--- src/hw/rtl/assert_macros.svh ---
// Assertion shorthands shared by the converter RTL.
// Each macro expands to one labeled concurrent assertion clocked on the rising edge.
`ifndef ASSERT_MACROS_SVH
`define ASSERT_MACROS_SVH

// Same-cycle implication, disabled during reset.
`define ASSERT_IMPLY(label, clk, rst, ante, cons, msg) \
   label: assert property (@(posedge clk) disable iff (rst) (ante) |-> (cons)) \
      else $error(msg);

// Next-cycle implication, disabled during reset.
`define ASSERT_NEXT(label, clk, rst, ante, cons, msg) \
   label: assert property (@(posedge clk) disable iff (rst) (ante) |=> (cons)) \
      else $error(msg);

`endif

--- src/hw/rtl/rycc_pkg.sv ---
// Shared types and constants for the RGB to YCbCr 4:2:0 converter.
// No dependencies; the other RTL files that use it refer to it by scoped names.
`timescale 1ns / 1ps
`default_nettype none

package rycc_pkg;

   // Register and size limits
   localparam int SIZE_W        = 13;
   localparam int ROW_W         = 12;
   localparam int MAX_WIDTH_DEF = 4096;
   localparam int MAX_HEIGHT    = 4096;
   localparam logic [SIZE_W-1:0] RESET_WIDTH  = 13'd640;
   localparam logic [SIZE_W-1:0] RESET_HEIGHT = 13'd480;

   // Queue depths (powers of two)
   localparam int MID_DEPTH = 4;
   localparam int OUT_DEPTH = 4;

   // Pair-sum layout: Cb in the low half, Cr in the high half
   localparam int HALF_W = 9;
   localparam int PAIR_W = 2 * HALF_W;

   // BT.601 coefficients, 16-bit datapath
   localparam logic [15:0] COEF_Y_R  = 16'd66;
   localparam logic [15:0] COEF_Y_G  = 16'd129;
   localparam logic [15:0] COEF_Y_B  = 16'd25;
   localparam logic [15:0] COEF_CB_R = 16'd38;
   localparam logic [15:0] COEF_CB_G = 16'd74;
   localparam logic [15:0] COEF_CB_B = 16'd112;
   localparam logic [15:0] COEF_CR_R = 16'd112;
   localparam logic [15:0] COEF_CR_G = 16'd94;
   localparam logic [15:0] COEF_CR_B = 16'd18;
   localparam logic [15:0] ROUND_HALF   = 16'd128;
   // 32768 offset turns the floor shift into an unsigned shift, plus rounding
   localparam logic [15:0] CHROMA_BIAS  = 16'd32896;

   localparam logic [7:0] LUMA_OFFSET = 8'd16;
   localparam logic [7:0] LUMA_MAX    = 8'd235;
   localparam logic [7:0] CHROMA_MIN  = 8'd16;
   localparam logic [7:0] CHROMA_MAX  = 8'd240;

   typedef enum logic [0:0] {
      CSR_FRAME_WIDTH  = 1'b0,
      CSR_FRAME_HEIGHT = 1'b1
   } csr_index_type;

   typedef struct packed {
      logic [7:0] red;
      logic [7:0] green;
      logic [7:0] blue;
   } pixel_type;

   typedef struct packed {
      logic [7:0] luma;
      logic       chroma_valid;
      logic [7:0] cb_avg;
      logic [7:0] cr_avg;
      logic       frame_end;
   } result_type;

   // Position tags attached to each word by the front end
   typedef struct packed {
      logic col_odd;
      logic row_odd;
      logic frame_end;
   } pixel_tag_type;

endpackage

`default_nettype wire

--- src/hw/rtl/rycc_front.sv ---
// Front end: frame size registers, raster position counters and word tagging.
// Depends on rycc_pkg.
`timescale 1ns / 1ps
`default_nettype none

module rycc_front #(
   parameter int MAX_WIDTH = rycc_pkg::MAX_WIDTH_DEF
) (
   input  wire logic                            clock,
   input  wire logic                            reset,
   // configuration
   input  wire logic                            csr_we,
   input  wire rycc_pkg::csr_index_type         csr_index,
   input  wire logic [rycc_pkg::SIZE_W-1:0]     csr_wdata,
   // pixel input
   input  wire logic                            req_push,
   input  wire rycc_pkg::pixel_type             req_data,
   output      logic                            req_full,
   // toward the middle queue
   input  wire logic                            mid_full,
   output      logic                            mid_push,
   output      rycc_pkg::pixel_tag_type         mid_tag,
   output      logic [((MAX_WIDTH/2) > 1 ? $clog2(MAX_WIDTH/2) : 1)-1:0] mid_idx,
   output      rycc_pkg::pixel_type             mid_pixel
);

   localparam int IW   = ((MAX_WIDTH/2) > 1) ? $clog2(MAX_WIDTH/2) : 1;
   localparam int CW   = IW + 1;
   localparam int WLIM = (MAX_WIDTH / 2) * 2;
   localparam int EW   = ($clog2(WLIM + 1) > rycc_pkg::SIZE_W) ?
                         $clog2(WLIM + 1) : rycc_pkg::SIZE_W;
   localparam int SW   = rycc_pkg::SIZE_W;
   localparam int RW   = rycc_pkg::ROW_W;

   logic [SW-1:0] width_ff, width_in;
   logic [SW-1:0] height_ff, height_in;
   logic [CW-1:0] col_ff, col_in;
   logic [RW-1:0] row_ff, row_in;
   logic [EW-1:0] width_even, width_eff;
   logic [SW-1:0] height_even, height_eff;
   logic          last_col, last_row, accept;

   // Effective sizes: even, saturated, at least two
   always_comb begin
      width_even = EW'({width_ff[SW-1:1], 1'b0});
      width_eff  = width_even;
      if (width_even > EW'(WLIM)) begin
         width_eff = EW'(WLIM);
      end
      if (width_eff < EW'(2)) begin
         width_eff = EW'(2);
      end
      height_even = {height_ff[SW-1:1], 1'b0};
      height_eff  = height_even;
      if (height_even > SW'(rycc_pkg::MAX_HEIGHT)) begin
         height_eff = SW'(rycc_pkg::MAX_HEIGHT);
      end
      if (height_eff < SW'(2)) begin
         height_eff = SW'(2);
      end
   end

   assign last_col = (EW'(col_ff) >= (width_eff - 1'b1));
   assign last_row = (SW'(row_ff) >= (height_eff - 1'b1));
   assign accept   = req_push && !mid_full;

   assign req_full  = mid_full;
   assign mid_push  = accept;
   assign mid_pixel = req_data;
   assign mid_idx   = col_ff[CW-1:1];
   assign mid_tag   = '{col_odd:   col_ff[0],
                        row_odd:   row_ff[0],
                        frame_end: last_col && last_row};

   // Configuration writes and raster position update
   always_comb begin
      width_in  = width_ff;
      height_in = height_ff;
      col_in    = col_ff;
      row_in    = row_ff;
      if (csr_we) begin
         case (csr_index)
            rycc_pkg::CSR_FRAME_WIDTH:  width_in  = csr_wdata;
            rycc_pkg::CSR_FRAME_HEIGHT: height_in = csr_wdata;
            default: ;
         endcase
      end
      if (accept) begin
         if (last_col) begin
            col_in = '0;
            row_in = last_row ? '0 : row_ff + 1'b1;
         end else begin
            col_in = col_ff + 1'b1;
         end
      end
   end

   always_ff @(posedge clock) begin
      if (reset) begin
         width_ff  <= rycc_pkg::RESET_WIDTH;
         height_ff <= rycc_pkg::RESET_HEIGHT;
         col_ff    <= '0;
         row_ff    <= '0;
      end else begin
         width_ff  <= width_in;
         height_ff <= height_in;
         col_ff    <= col_in;
         row_ff    <= row_in;
      end
   end

endmodule

`default_nettype wire

--- config.mk ---
export PLATFORM = sky130hd
export DESIGN_NAME = rycc_front
export DESIGN_NICKNAME = d
export VERILOG_FILES = /design/src/hw/rtl/assert_macros.svh /design/src/hw/rtl/rycc_pkg.sv /design/src/hw/rtl/rycc_front.sv
export SDC_FILE = /design/constraint.sdc
export NUM_CORES = 1
export LEC_CHECK = 0
export BUFFER_PORTS_ARGS = -buffer_cell sky130_fd_sc_hd__buf_2
export CORE_MARGIN = 3
export CORE_UTILIZATION = 48
export CTS_CLUSTER_DIAMETER = 50
export CTS_CLUSTER_SIZE = 8
export DETAILED_ROUTE_END_ITERATION = 8
export PLACE_DENSITY = 0.75
export SLEW_MARGIN = 15
export SYNTH_ARGS = -nofsm -noshare
export SYNTH_HDL_FRONTEND = slang
export SYNTH_SLANG_ARGS = --single-unit
--- constraint.sdc ---
create_clock -name clock -period 4.1 [get_ports clock]
set_input_delay 0.615 -clock clock [delete_from_list [all_inputs] [get_ports clock]]
set_output_delay 0.615 -clock clock [all_outputs]
set_load 0.02 [all_outputs]
==> summary.txt <==
Logic synthesis
  – Post-Syn Nets: 464
  – Synthesis Warnings: 0
  – Post-Synthesis Cells: 395
  – Asr flop ratio synth: 0%
  – Cell area after synthesis: 3130 um^2
  – Yosys reg bits: 48
  – Avg Inst Size Synth: 7.93 um^2
  – Unique masters post-synth: 52
  – Most used flip-flop cell after synthesis: dfxtp_1
  – Number of synthesized flops with an enable pin: 0
  – Seq/Total Area, Yosys: 30.7%

Drt
  – DRT iter0 DRCs: 84
  – Routed len/inst: 14.0 um
  – Post-route DRC violation count: 0
  – Antenna-violating nets left: 0
  – Number of vias in the routed layout: 2707
  – Post-DR vias/cell: 5.64
  – DRT Pass-1 Iters: 4
  – WL final: 6.74 mm

Global routing
  – GRT Util Overall: 18.0%
  – GR Util met1: 24.4%
  – First-pass GRT wire length: 10.9 mm
  – Met2 Usage GRT: 28.1%
  – Initial antenna violation count: 0
  – GRT busiest layer: met2
  – GRT met3 Usage: 5.51%
  – Largest net degree at the start of global routing: 22
  – Vias in the first global route: 2426
  – GRT overflow: 0

Timing
  – Relative slew margins: 51.4%
  – Max Clock Skew: 11.7 ps
  – Hold_ws: 491 ps
  – Final worst-path cycle share: 95.8%
  – Final setup fails: 0
  – Actual slew at the worst max-slew pin: 728 ps
  – Minimum clock period: 3930 ps
  – Slew Viols, Final: 0
  – FMAX: 0.255 GHz
  – Hold Fails Final Rpt: 0

Pwr
  – Pwr Total: 987 uW
  – Pwr per Cell Area: 293 nW/um^2
  – Leakage: 0.00145 uW
  – Max rail drop VDD: 0.000210 V

Clock tree
  – Worst-path clk slew: 80 ps
  – Clk sinks: 48
  – Number of H-tree levels: 2
  – Post-CTS Hold Fix Bufs: 0
  – Clock Latency Late Sink: 310 ps
  – CTS tree: built
  – CTS root buf: clkbuf_8
  – Clock Tree Buf Depth: 2
  – Total CTS buffers: 5

Placement
  – Estimated wirelength of the detail-placed design: 5.15 mm
  – Placer Congestion: 0.847
  – Port bufs: 33

Setup path
  – CP Capture Type: primary output
  – Crit Path Category: register to primary output
  – Crit path max fanout: 10
  – Worst path required time: 3480 ps
  – Startpoint types: register
  – Arrival @ worst endpoint: 3310 ps
  – Crit. Startpoint: height_ff[5]
  – Critical R2R Launch: height_ff[5]

Floorplan
  – Die height: 86.8 um
  – Row count: 28
  – IO Pins: 83
  – Die X-Extent: 86.8 um
  – Die area: 7530 um^2
  – Core box area: 6130 um^2
  – Initial Utilization: 51.1%

Cells and area
  – # diodes: 0
  – Area growth syn-to-layout: 7.59%
  – Leading cell type in the layout, fill and taps excluded: nand2_1
  – Highest-count cells in the layout ignoring fill and taps: nand2_1 (73), dfxtp_1 (47), buf_2 (33)
  – Fin nets: 473
  – Layout cells sized above 1: 16.5%

Worst hold path
  – Hold Startpoint: width_ff[11]
  – Hold crit path type: register to register

Run
  – Max-Cap Viols: 0

Outcome
  – Status: finished, final reports clean
==> sequential cells by signal, indices dropped and copies added (netlist names) <==
name,flops
row_ff,12
height_ff,12
col_ff,12
width_ff,12
==> cells in the mapped netlist, types with 2 or more instances <==
cell	n	area (um^2)
a211oi_1	2	15.0
a21boi_0	2	15.0
a21o_1	5	37.5
a21oi_1	30	150
a22o_1	6	52.6
a31oi_1	5	31.3
a32oi_1	2	17.5
and3_1	5	31.3
and4_1	4	35.0
buf_2	2	10.0
buf_4	26	195
clkbuf_1	10	37.5
clkinv_1	2	7.51
dfxtp_1	48	961
ha_1	26	325
inv_1	7	26.3
nand2_1	73	274
nand2b_1	2	12.5
nand3_1	16	80.1
nand3b_1	3	22.5
nand4_1	6	37.5
nand4b_1	2	17.5
nor2_1	26	97.6
nor2b_1	8	50.1
nor3_1	7	35.0
nor3_2	2	20.0
nor4_1	4	25.0
o211ai_1	2	15.0
o21a_1	5	37.5
o21ai_0	11	55.1
o31ai_1	2	15.0
o32ai_2	2	32.5
or3_1	3	18.8
xnor2_1	10	87.6
xor2_1	12	105
==> kinds of logic (layout without fill, tap and decap cells) <==
family	after synthesis	count (layout)	synth area share, %
adders and majority gates	26	26	10.4
xor gates and xnor gates	22	22	6.15
AOI/OAI and AO/OA	85	85	18.3
buffers and inverters	49	59	9.31
and+or+nand+nor	164	164	24.9
muxes	1	1	0.320
DFF	48	48	30.7
==> critical path, cell delays in order (launching register included) <==
cell and delay [ps]:
dfxtp_1 340, or3_4 430, nor3_4 190, nand4_1 140, a21o_1 230, ha_4 210, o21ai_0 80, o21ai_1 100
a22oi_2 210, ha_1 260, o21a_1 190, o2111ai_1 200, a211oi_2 70, nor2_2 150, nor2_1 60, buf_2 170
==> area by class of cell <==
cell class / instances / area (um^2)
clock buffers: 6 / 72.6
clock inverters: 2 / 35.0
fillers: 564 / 2760
repair buffers: 42 / 233
inverters: 9 / 37.5
flip-flops and latches: 48 / 962
well taps: 75 / 93.8
multi-input cells: 298 / 1940
==> power breakdown <==
| group | internal, uW | switching (uW) | total (uW) |
|---|---|---|---|
| clock | 181 | 160 | 341 |
| combinational | 63.5 | 84.7 | 148 |
| sequential | 479 | 18.5 | 498 |
| total | 724 | 263 | 987 |
==> path summary, 6_finish.rpt <==
path,endpoint,slack (ps),cells after the start
max,mid_tag[0],170,15
min,width_ff[11],490,2
max reg2reg,row_ff[2],420,15
min reg2reg,width_ff[11],490,2
==> what timing repair did <==
action / in CTS / in global routing
setup buffers: 1 / 1
cloned: 0 / 0
pin swaps: 2 / 6
setup endpoints to repair: 1 / 1
resized for setup: 2 / 13
==> layer usage <==
| layer | vias to the layer above | share of wire (%) |
|---|---|---|
| met5 | - | 0 |
| met4 | 0 | 0.33 |
| met3 | 4 | 6.2 |
| met2 | 78 | 44 |
| met1 | 1229 | 49 |
| li1 | 1396 | - |
==> per-stage QoR <==
stage          worst slack [ps]  setup TNS [ps]  area, um^2  instances  utilization (%)
2_1_floorplan               243               0        3130        395                -
3_3_place_gp                261               0        3190        470             52.0
3_5_place_dp                150               0        3190        470             52.0
4_1_cts                    23.3               0        3310        479             54.0
5_1_grt                   -30.0           -30.0        3370        480             55.0
6_report                    171               0        3370        480             55.0
(Power assumes the default switching activity.)
