## src/hw/rtl/assert_macros.svh

```systemverilog
// Assertion shorthands shared by the converter RTL.
// Each macro expands to one labeled concurrent assertion clocked on the rising edge.
`ifndef ASSERT_MACROS_SVH
`define ASSERT_MACROS_SVH

// Same-cycle implication, disabled during reset.
`define ASSERT_IMPLY(label, clk, rst, ante, cons, msg) \
   label: assert property (@(posedge clk) disable iff (rst) (ante) |-> (cons)) \
      else $error(msg);

// Next-cycle implication, disabled during reset.
`define ASSERT_NEXT(label, clk, rst, ante, cons, msg) \
   label: assert property (@(posedge clk) disable iff (rst) (ante) |=> (cons)) \
      else $error(msg);

`endif

```

## src/hw/rtl/rycc_fifo.sv

```systemverilog
// Small flop-based queue with the head word visible on the read side.
// No dependencies.
`timescale 1ns / 1ps
`default_nettype none

module rycc_fifo #(
   parameter int WIDTH = 8,
   parameter int DEPTH = 4
) (
   input  wire logic                         clock,
   input  wire logic                         reset,
   input  wire logic                         push,
   input  wire logic [WIDTH-1:0]             wdata,
   output      logic                         full,
   input  wire logic                         pop,
   output      logic [WIDTH-1:0]             rdata,
   output      logic                         empty,
   output      logic [$clog2(DEPTH+1)-1:0]   count
);

   localparam int AW  = (DEPTH > 1) ? $clog2(DEPTH) : 1;
   localparam int CNW = $clog2(DEPTH + 1);

   logic [WIDTH-1:0] mem_ff [DEPTH];
   logic [AW-1:0]    wr_ptr_ff, wr_ptr_in;
   logic [AW-1:0]    rd_ptr_ff, rd_ptr_in;
   logic [CNW-1:0]   count_ff, count_in;
   logic             do_push, do_pop;

   assign full    = (count_ff == CNW'(DEPTH));
   assign empty   = (count_ff == '0);
   assign do_push = push && !full;
   assign do_pop  = pop && !empty;
   assign rdata   = mem_ff[rd_ptr_ff];
   assign count   = count_ff;

   // Advance pointers, wrapping at the depth
   always_comb begin
      wr_ptr_in = wr_ptr_ff;
      rd_ptr_in = rd_ptr_ff;
      count_in  = count_ff;
      if (do_push) begin
         wr_ptr_in = (wr_ptr_ff == AW'(DEPTH - 1)) ? '0 : wr_ptr_ff + 1'b1;
      end
      if (do_pop) begin
         rd_ptr_in = (rd_ptr_ff == AW'(DEPTH - 1)) ? '0 : rd_ptr_ff + 1'b1;
      end
      if (do_push && !do_pop) begin
         count_in = count_ff + 1'b1;
      end else if (do_pop && !do_push) begin
         count_in = count_ff - 1'b1;
      end
   end

   always_ff @(posedge clock) begin
      if (reset) begin
         wr_ptr_ff <= '0;
         rd_ptr_ff <= '0;
         count_ff  <= '0;
      end else begin
         wr_ptr_ff <= wr_ptr_in;
         rd_ptr_ff <= rd_ptr_in;
         count_ff  <= count_in;
      end
   end

   // Store the incoming word
   always_ff @(posedge clock) begin
      if (do_push) begin
         mem_ff[wr_ptr_ff] <= wdata;
      end
   end

endmodule

`default_nettype wire

```

## config.mk

```make
export PLATFORM = sky130hd
export DESIGN_NAME = rycc_fifo
export DESIGN_NICKNAME = d
export VERILOG_FILES = /design/src/hw/rtl/assert_macros.svh /design/src/hw/rtl/rycc_fifo.sv
export SDC_FILE = /design/constraint.sdc
export NUM_CORES = 1
export LEC_CHECK = 0
export BUFFER_PORTS_ARGS = -buffer_cell sky130_fd_sc_hd__buf_2
export CAP_MARGIN = 20
export CELL_PAD_IN_SITES_DETAIL_PLACEMENT = 1
export CELL_PAD_IN_SITES_GLOBAL_PLACEMENT = 1
export CORE_ASPECT_RATIO = 1.4
export CORE_UTILIZATION = 35
export CTS_BUF_LIST = sky130_fd_sc_hd__clkbuf_8
export DETAILED_ROUTE_END_ITERATION = 8
export GPL_TIMING_DRIVEN = 1
export PLACE_DENSITY = 0.73
export SLEW_MARGIN = 20
export SYNTH_ARGS = -nofsm -noshare
export SYNTH_HDL_FRONTEND = slang
export SYNTH_SLANG_ARGS = --single-unit
```

## constraint.sdc

```tcl
create_clock -name clock -period 1.9 [get_ports clock]
set_input_delay 0.19 -clock clock [delete_from_list [all_inputs] [get_ports clock]]
set_output_delay 0.19 -clock clock [all_outputs]
set_load 0.005 [all_outputs]
```

==> results of run 1 <==
worst reg2reg max path: stages, from the launching register on:
cell,delay (ns)
dfxtp_4,0.35
or3b_4,0.26
clkinv_4,0.06
nor2_4,0.09
ha_2,0.19
inv_2,0.04
fa_2,0.35
xor2_2,0.16
or3_4,0.33
a21oi_2,0.14
cell usage in the layout (no fill, tap or decap), types with 2 or more instances in the layout:
cell type  instances
clkbuf_8           5
nor2_1             3
buf_2             24
ha_1               5
dfxtp_1            6
nor3_1             2
mux2i_1            2
edfxtp_1          32
buf_4             16
and3_2             4
inv_1              3
dfxtp_4            3
a21oi_1            2
nand3_1            2
bufinv_16          2
mux4_2             8
layout make-up:
| class | instances | area (um2) | share of cell area (%) |
|---|---|---|---|
| inverters | 5 | 23.8 | 1.12 |
| clock buffers | 5 | 68.8 | 3.24 |
| flip-flops and latches | 41 | 1150 | 54.2 |
| repair buffers | 40 | 240 | 11.3 |
| clock inverters | 3 | 68.8 | 3.24 |
| well taps | 62 | 77.6 | 3.65 |
| multi-input cells | 42 | 493 | 23.2 |
worst min-delay path by stage:
stage              endpoint      from  slack, ns
2_1_floorplan  mem_ff[0][0]  wdata[0]       0.29
3_3_place_gp   mem_ff[3][3]  wdata[3]       0.40
3_5_place_dp   mem_ff[2][3]  wdata[3]       0.41
4_1_cts        mem_ff[3][6]  wdata[6]       0.11
5_1_grt        mem_ff[0][3]  wdata[3]       0.11
6_report       mem_ff[3][6]  wdata[6]       0.11
per-layer routing:
layer  GRT usage [%]  vias up  wire (um)
met5               0        -          0
li1                -      436          -
met2            24.7       26       1800
met1            10.4      460       1000
met3            3.89        7        117
met4            5.71        0         68
synth_stat cells, drive strengths merged:
master,number
edfxtp,32
dfxtp,9
mux4,8
ha,6
and3,4
inv,4
nor2,4
a21oi,3
buf,3
mux2i,2
nand3,2
nor3,2
o21ai,2
o31ai,2
or3,2
xor2,2
clkbuf,1
clkinv,1
fa,1
nand2,1
or3b,1
flip-flops by register name, summed over array words and instances, names as in the netlist, named ones only:
register and cells:
rd_ptr_ff 2, count 3, wr_ptr_ff 2, mem_ff 32
metrics by stage:
step / instances / setup TNS [ns] / util, % / total power (uW)
after detailed placement: 186 / -0.183 / 42.8 / 1970
after global routing: 198 / -0.207 / 46.8 / 2970
after global placement: 186 / -0.0454 / 42.8 / 1920
after CTS: 195 / -0.119 / 46.3 / 2830
after floorplan: 92 / -0.124 / - / 1640
final: 198 / -0.118 / 46.8 / 2820
power by group through the flow:
| stage | Sequential (uW) | Clock, uW | Combinational [uW] |
|---|---|---|---|
| floorplan | 1190 | 0 | 447 |
| global placement | 1190 | 0 | 730 |
| detailed placement | 1200 | 0 | 771 |
| CTS | 1180 | 846 | 808 |
| global route | 1190 | 873 | 907 |
| finish | 1170 | 828 | 820 |
what timing repair did:
action,in CTS,in global routing
resized for setup,3,0
hold buffers,0,0
setup buffers,1,3
setup endpoints to repair,2,2
pin swaps,4,2
cell families after synthesis:
group / after synthesis / synth area share [%]
AOI/OAI and AO/OA: 7 / 3.04
buffers and inverters: 9 / 2.89
muxes: 10 / 12.2
adders and majority gates: 7 / 5.78
DFF: 41 / 69.4
xor gates and xnor gates: 2 / 1.06
and+or+nand+nor: 16 / 5.70
==> flow_summary.json, run 1 <==
{
  "pwr-share-clk_pct": 29.3,
  "r2r-end": "count[2]",
  "grt_pass1_vias": 1009,
  "dpl_cell_area_mm2": 0.00194,
  "grt_max_degree": 15,
  "vias": 929,
  "drive_gt1_share_pct": 54.4,
  "synth_seq_area_share_pct": 69.4,
  "fmax_ghz": 0.496,
  "violations": "setup timing",
  "clock_latency_ns": 0.29,
  "die_area_mm2": 0.00498,
  "routedWlPerCell_um": 15.1,
  "drt-initial-drc-count": 45,
  "wirelength_mm": 2.98,
  "htree_levels": 2,
  "critPathMaxFanout": 3,
  "drc": 0,
  "diodes": 0,
  "ant_nets": 0,
  "gp_congestion": 0.728,
  "placementRows": 29,
  "hold_viol": 0,
  "period_share_pct": 106,
  "port_buffers": 24,
  "grt_usage_pct": 12.6,
  "dp_slack_ns": -0.167,
  "rsz0062_at_grt": "true",
  "synthDistinctLibCells": 26,
  "end_kind": "register",
  "setup_ws_ns": -0.118,
  "p_seq_share_pct": 41.6,
  "switching_power_uw": 726,
  "synth_top_area_share_pct": 58.4,
  "pwr-share-comb_pct": 29.0,
  "path_delay_family": "simple AND/OR/NAND/NOR gates",
  "via_per_inst": 4.69,
  "yosysTopAreaCell": "edfxtp_1",
  "grt_first_pass_wirelength_mm": 4.45,
  "hold_depth": 1,
  "tightest_slew_ns": 0.409,
  "yosysWarnings": 0,
  "cts.sinks": 41,
  "setup_viol": 1,
  "cp.depth": 9,
  "fillers": 460,
  "synth_area_mm2": 0.00165,
  "fp.dieW_um": 59.9,
  "r2r_cells": 9,
  "critPathMaxStageDelay_ns": 0.35,
  "hold_class": "primary input to register",
  "r2r-start": "count[2]",
  "syn_inst": 92,
  "power.density_mw_per_mm2": 1330,
  "path_class": "register to register",
  "fin_nets": 154,
  "slowest_stage": "dfxtp_4",
  "relSlewSlack_pct": 72.7,
  "finClkSkew_ns": 0.00650,
  "cp.required_ns": 2.12,
  "die_h_um": 83.1,
  "synthToLayoutAreaGrowth_pct": 29.1,
  "p_int_uw": 2100,
  "cp-start-kind": "register",
  "reg2reg_slack_ns": -0.12,
  "core-area_mm2": 0.00454,
  "cp-startpoint": "count[2]",
  "clk_pin_slew_ns": 0.08,
  "leakagePower_uw": 0.000816,
  "path_cells": "or3b_4, clkinv_4, nor2_4, ha_2, inv_2, fa_2, xor2_2, or3_4, a21oi_2",
  "place_hpwl_mm": 2.17,
  "ir_drop_v": 0.000705,
  "fin_area_mm2": 0.00212,
  "fin_crit_ns": 2.02,
  "ys_top_cells_by_area": "edfxtp_1 58%, dfxtp_1 11%, mux4_2 11%, ha_1 4.6%, and3_2 1.8%",
  "cts_root_buf": "clkbuf_8",
  "start_util_pct": 36.3,
  "cts_tree": "built",
  "antenna_found_initial": 0,
  "cap_violations": 0,
  "timing.hold.ws_ns": 0.112,
  "syn-num-nets": 111,
  "avgSynthCellArea_um2": 17.9,
  "grt-ovfl-total": 0,
  "swShare_pct": 25.7,
  "critPathBufInv": 2,
  "worstPathArrival_ns": 2.24,
  "status": "finished, violations left",
  "endpoint": "count[2]",
  "firstDrtPassIters": 2,
  "synth_seq_cells": 41,
  "cts_buffer_depth": 2,
  "slew_viol_final": 0,
  "cts_inserted_buffers": 5,
  "pin_count": 25
}
Power figures use the tool's default switching activity.
==> run 2: changes to the inputs <==
--- a/config.mk
+++ b/config.mk
@@ -15,6 +15,7 @@
 export DETAILED_ROUTE_END_ITERATION = 8
 export GPL_TIMING_DRIVEN = 1
 export PLACE_DENSITY = 0.73
+export SKIP_LAST_GASP = 1
 export SLEW_MARGIN = 20
 export SYNTH_ARGS = -nofsm -noshare
 export SYNTH_HDL_FRONTEND = slang
==> constraint.sdc (replaced) <==
create_clock -name clock -period 1.9 [get_ports clock]
set_input_delay 0 -clock clock [delete_from_list [all_inputs] [get_ports clock]]
set_output_delay 0 -clock clock [all_outputs]
set_load 0.005 [all_outputs]
==> run 2 against run 1 <==
The flow still finishes with violations (setup timing). Design area increased by 4.2%. Register-to-register slack barely moved. Critical path depth stayed put. Global-route usage rose by 0.68 points. Via count up 4.3%. Combinational power grew 2%. Final cell count is 4.5% higher. Sequential power hardly changed. Clock power is 0.5% higher. Clock-buffer cell count stayed put. Wire length is 2.5% higher. First-iteration DRC count fell by 36%.
==> flow_summary.json, run 2 (synthesis results as in run 1) <==
{
  "status": "finished, violations left",
  "violations": "setup timing",
  "ir_drop_v": 0.000706,
  "worstPathArrival_ns": 2.24,
  "cp.required_ns": 2.12,
  "cts_buffer_depth": 2,
  "period_share_pct": 106,
  "core-area_mm2": 0.00454,
  "path_class": "register to register",
  "grt_usage_pct": 13.3,
  "routedWlPerCell_um": 14.8,
  "pin_count": 25,
  "final_util_pct": 48.8,
  "fmax_ghz": 0.496,
  "critPathMaxFanout": 3,
  "rsz0062_at_grt": "true",
  "drt-initial-drc-count": 29,
  "largest_register_ffs": 32,
  "grt_first_pass_wirelength_mm": 4.69,
  "cts_inserted_buffers": 5,
  "dp_slack_ns": -0.167,
  "ant_nets": 0,
  "start_util_pct": 36.3,
  "firstDrtPassIters": 3,
  "via_per_inst": 4.68,
  "die_h_um": 83.1,
  "synthToLayoutAreaGrowth_pct": 34.6,
  "port_buffers": 24,
  "gp_congestion": 0.728,
  "diodes": 0,
  "hold_viol": 0,
  "power.density_mw_per_mm2": 1280,
  "cts_tree": "built",
  "setup_viol": 1,
  "dp.cells": 186,
  "layout_commonest_cell": "edfxtp_1",
  "fin_area_mm2": 0.00221,
  "clk_pin_slew_ns": 0.08,
  "layoutNonFillerInstCount": 207,
  "cp-start-kind": "register",
  "hold_class": "primary input to register",
  "cts.sinks": 41,
  "fin_crit_ns": 2.02,
  "cts_root_buf": "clkbuf_8",
  "layout_common_cells": "32 x edfxtp_1, 24 x buf_2, 16 x buf_4",
  "clock_latency_ns": 0.29,
  "die_area_mm2": 0.00498,
  "wirelength_mm": 3.06,
  "slew_viol_final": 0,
  "drive_gt1_share_pct": 51.0,
  "leakagePower_uw": 0.000853,
  "htree_levels": 2,
  "fin_nets": 163,
  "setup_ws_ns": -0.117,
  "grt_max_degree": 15,
  "finClkSkew_ns": 0.00625,
  "tightest_slew_ns": 0.399,
  "vias": 969,
  "dpl_cell_area_mm2": 0.00194,
  "placementRows": 29,
  "grt_pass1_vias": 1042,
  "top_register": "mem_ff",
  "cap_violations": 0,
  "relSlewSlack_pct": 73.4,
  "place_hpwl_mm": 2.17,
  "grt-ovfl-total": 0,
  "end_kind": "register",
  "fp.dieW_um": 59.9,
  "antenna_found_initial": 0,
  "drc": 0
}
==> run 2: cell types whose count changed in the layout (fill, tap and decap cells not counted), sizes merged <==
cell / before / now
dlygate4sd3: 0 / 9
==> run 2: worst max-delay path, stage by stage, from the launching register on <==
cell and delay, ns:
dfxtp_4 0.35, or3b_4 0.25, clkinv_4 0.06, nor2_4 0.09
ha_2 0.19, inv_2 0.04, fa_2 0.35, xor2_2 0.16
or3_4 0.33, a21oi_2 0.14
==> run 2: metrics by stage <==
step / total power [uW] / hold WS, ns / TNS (ns)
after floorplan: 1640 / 0.0989 / -0.124
after global placement: 1920 / 0.209 / -0.0454
after detailed placement: 1970 / 0.222 / -0.183
after CTS: 2850 / 0.0159 / -0.119
after global routing: 3000 / 0.0257 / -0.207
final: 2840 / 0.0228 / -0.117
==> run 2: area by class of cell <==
cell class / count / area (um2)
fillers: 455 / 2320
flip-flops and latches: 41 / 1150
multi-input cells: 42 / 493
repair buffers: 49 / 330
well taps: 62 / 77.6
clock buffers: 5 / 68.8
clock inverters: 3 / 68.8
inverters: 5 / 23.8
==> run 2: path summary, 6_finish.rpt <==
| path | from | endpoint | slack (ns) | cells past startpoint |
|---|---|---|---|---|
| setup reg to reg | count[2] | count[2] | -0.12 | 9 |
| hold / removal | push | wr_ptr_ff[0] | 0.02 | 3 |
| setup / recovery | count[2] | count[2] | -0.12 | 9 |
| hold reg to reg | rd_ptr_ff[0] | register | 0.51 | 2 |
==> run 2: layer usage <==
| layer | vias to the layer above | global-route usage (%) | share of wire [%] |
|---|---|---|---|
| met1 | 482 | 11.6 | 35 |
| met2 | 26 | 25.4 | 59 |
| met5 | - | 0 | 0 |
| met3 | 8 | 4.52 | 4.1 |
| met4 | 0 | 5.71 | 2.2 |
| li1 | 453 | - | - |
==> run 2: report_power, final <==
group / leakage, uW / internal [uW] / total (uW) / switching (uW)
Combinational: 0.000415 / 474 / 836 / 362
Clock: 0.0000687 / 529 / 832 / 304
Sequential: 0.000369 / 1100 / 1170 / 68.9
==> run 2: repair_timing <==
action,4_1_cts,5_1_grt
setup endpoints to repair,2,2
pin swaps,4,2
hold buffers,9,0
gates cloned,0,0
gates resized for setup,3,0
buffers inserted,1,3
endpoints found under the hold margin,33,0
==> run 3: changes to the inputs <==
--- a/config.mk
+++ b/config.mk
@@ -10,11 +10,11 @@
 export CELL_PAD_IN_SITES_DETAIL_PLACEMENT = 1
 export CELL_PAD_IN_SITES_GLOBAL_PLACEMENT = 1
 export CORE_ASPECT_RATIO = 1.4
-export CORE_UTILIZATION = 35
+export CORE_UTILIZATION = 44
 export CTS_BUF_LIST = sky130_fd_sc_hd__clkbuf_8
 export DETAILED_ROUTE_END_ITERATION = 8
 export GPL_TIMING_DRIVEN = 1
-export PLACE_DENSITY = 0.73
+export PLACE_DENSITY = 0.87
 export SKIP_LAST_GASP = 1
 export SLEW_MARGIN = 20
 export SYNTH_ARGS = -nofsm -noshare
==> run 3 against run 2 <==
The flow still finishes with violations (setup timing). Critical endpoint unchanged. Clock skew is 0.0032 ns lower. First-iteration DRC count fell by 62%. Design area fell by 4.2%. Sequential share of layout area is 2.3 points higher. Fmax rose by 1.4%. Largest power group unchanged. Via count down 1.2%. Hold slack better by 0.020 ns. Final cell count is 12% lower. Combinational power shrank 2.4%. Worst setup slack improved by 0.028 ns.
==> flow_summary.json, run 3 (synthesis results as in run 1) <==
{
  "cts.sinks": 41,
  "pwr-share-comb_pct": 32.1,
  "end_kind": "register",
  "dpl_cell_area_mm2": 0.00190,
  "gp_congestion": 0.697,
  "drc": 0,
  "path_class": "register to register",
  "grt_pass1_vias": 1067,
  "antenna_found_initial": 0,
  "pin_count": 25,
  "cp.required_ns": 2.12,
  "cp-start-kind": "register",
  "grt_max_degree": 12,
  "fin_crit_ns": 1.99,
  "clk_pin_slew_ns": 0.07,
  "drive_gt1_share_pct": 48.3,
  "vias": 957,
  "layout_common_cells": "32 x edfxtp_1, 24 x buf_2, 15 x buf_4",
  "start_util_pct": 47.4,
  "rsz0062_at_grt": "true",
  "grt_first_pass_wirelength_mm": 5.29,
  "relSlewSlack_pct": 60.9,
  "wirelength_mm": 3.43,
  "place_hpwl_mm": 2.36,
  "p_int_uw": 1820,
  "worstPathArrival_ns": 2.21,
  "htree_levels": 2,
  "dp.cells": 162,
  "grt-ovfl-total": 0,
  "final_util_pct": 61.1,
  "ir_drop_v": 0.000799,
  "pwr-share-clk_pct": 20.1,
  "cts_inserted_buffers": 5,
  "layout_commonest_cell": "edfxtp_1",
  "ant_nets": 0,
  "hold_class": "primary input to register",
  "layoutNonFillerInstCount": 183,
  "fin_area_mm2": 0.00212,
  "diodes": 0,
  "setup_ws_ns": -0.0888,
  "leakagePower_uw": 0.000823,
  "hold_viol": 0,
  "drt-initial-drc-count": 11,
  "setup_viol": 1,
  "reg2reg_slack_ns": -0.09,
  "top_register": "mem_ff",
  "finClkSkew_ns": 0.00300,
  "core-area_mm2": 0.00347,
  "placementRows": 25,
  "largest_register_ffs": 32,
  "endpoint": "count[2]",
  "cap_violations": 0,
  "critPathMaxFanout": 3,
  "swShare_pct": 28.4,
  "r2r-start": "count[1]",
  "status": "finished, violations left",
  "p_seq_share_pct": 47.8,
  "fp.dieW_um": 53.7,
  "via_per_inst": 5.23,
  "synthToLayoutAreaGrowth_pct": 28.9,
  "die_area_mm2": 0.00399,
  "timing.hold.ws_ns": 0.0427,
  "tightest_slew_ns": 0.585,
  "power.density_mw_per_mm2": 1200,
  "firstDrtPassIters": 4,
  "period_share_pct": 105,
  "switching_power_uw": 721,
  "die_h_um": 74.4,
  "fin_nets": 162,
  "routedWlPerCell_um": 18.7,
  "grt_usage_pct": 19.9,
  "p_total_uw": 2540,
  "cts_tree": "built",
  "slew_viol_final": 0,
  "cp-startpoint": "count[1]",
  "cts_root_buf": "clkbuf_8",
  "r2r_cells": 9,
  "r2r-end": "count[2]",
  "cts_buffer_depth": 2,
  "violations": "setup timing",
  "port_buffers": 24,
  "clock_latency_ns": 0.29,
  "fmax_ghz": 0.503
}
==> run 3: what timing repair did <==
item,CTS,global route
hold endpoints to repair,33,0
resized for setup,2,1
pin swaps,4,1
hold buffers,9,0
buffers inserted,4,1
endpoints found under the setup margin,2,2
==> run 3: worst min-delay path by stage <==
stage / endpoint / slack, ns / depth (start not counted) / start
4_1_cts: wr_ptr_ff[1] / 0.04 / 3 / push
6_report: wr_ptr_ff[1] / 0.04 / 3 / push
5_1_grt: wr_ptr_ff[1] / 0.06 / 3 / push
3_3_place_gp: mem_ff[1][7] / 0.21 / 1 / wdata[7]
2_1_floorplan: mem_ff[0][0] / 0.1 / 0 / wdata[0]
3_5_place_dp: mem_ff[0][7] / 0.23 / 1 / wdata[7]
==> run 3: worst max-delay path, cell delays in order (launching register included) <==
cell,delay (ns)
dfxtp_4,0.36
or3b_4,0.42
clkinv_4,0.07
nor2_4,0.04
ha_4,0.16
buf_4,0.13
buf_4,0.13
xor2_1,0.17
or3_4,0.33
a21oi_2,0.12
==> run 3: through the flow <==
stage          setup slack [ns]  TNS, ns
2_1_floorplan            -0.124   -0.124
6_report                -0.0888  -0.0888
5_1_grt                  -0.130   -0.131
3_3_place_gp            -0.0433  -0.0433
3_5_place_dp             -0.149   -0.188
4_1_cts                 -0.0648  -0.0648
==> run 3: routing by layer <==
metal	up-vias	part of all wire, %	global-route usage, %
li1	452	-	-
met1	473	40	21.6
met4	0	1.5	7.89
met5	-	0	0
met2	27	55	35.9
met3	5	3.4	4.91
==> run 3: layout make-up <==
type | count | area (um2)
inverter | 5 | 23.8
clock inverter | 2 | 7.51
sequential | 41 | 1150
timing repair buffer | 48 | 323
tap | 40 | 50.0
fill | 313 | 1350
multi-input combinational | 42 | 495
clock buffer | 5 | 68.8
==> run 3: power by group through the flow <==
stage / Clock, uW / Combinational, uW / Sequential, uW
2_1_floorplan: 0 / 447 / 1190
3_3_place_gp: 0 / 670 / 1220
3_5_place_dp: 0 / 724 / 1240
4_1_cts: 526 / 790 / 1220
5_1_grt: 555 / 900 / 1230
6_report: 509 / 816 / 1220
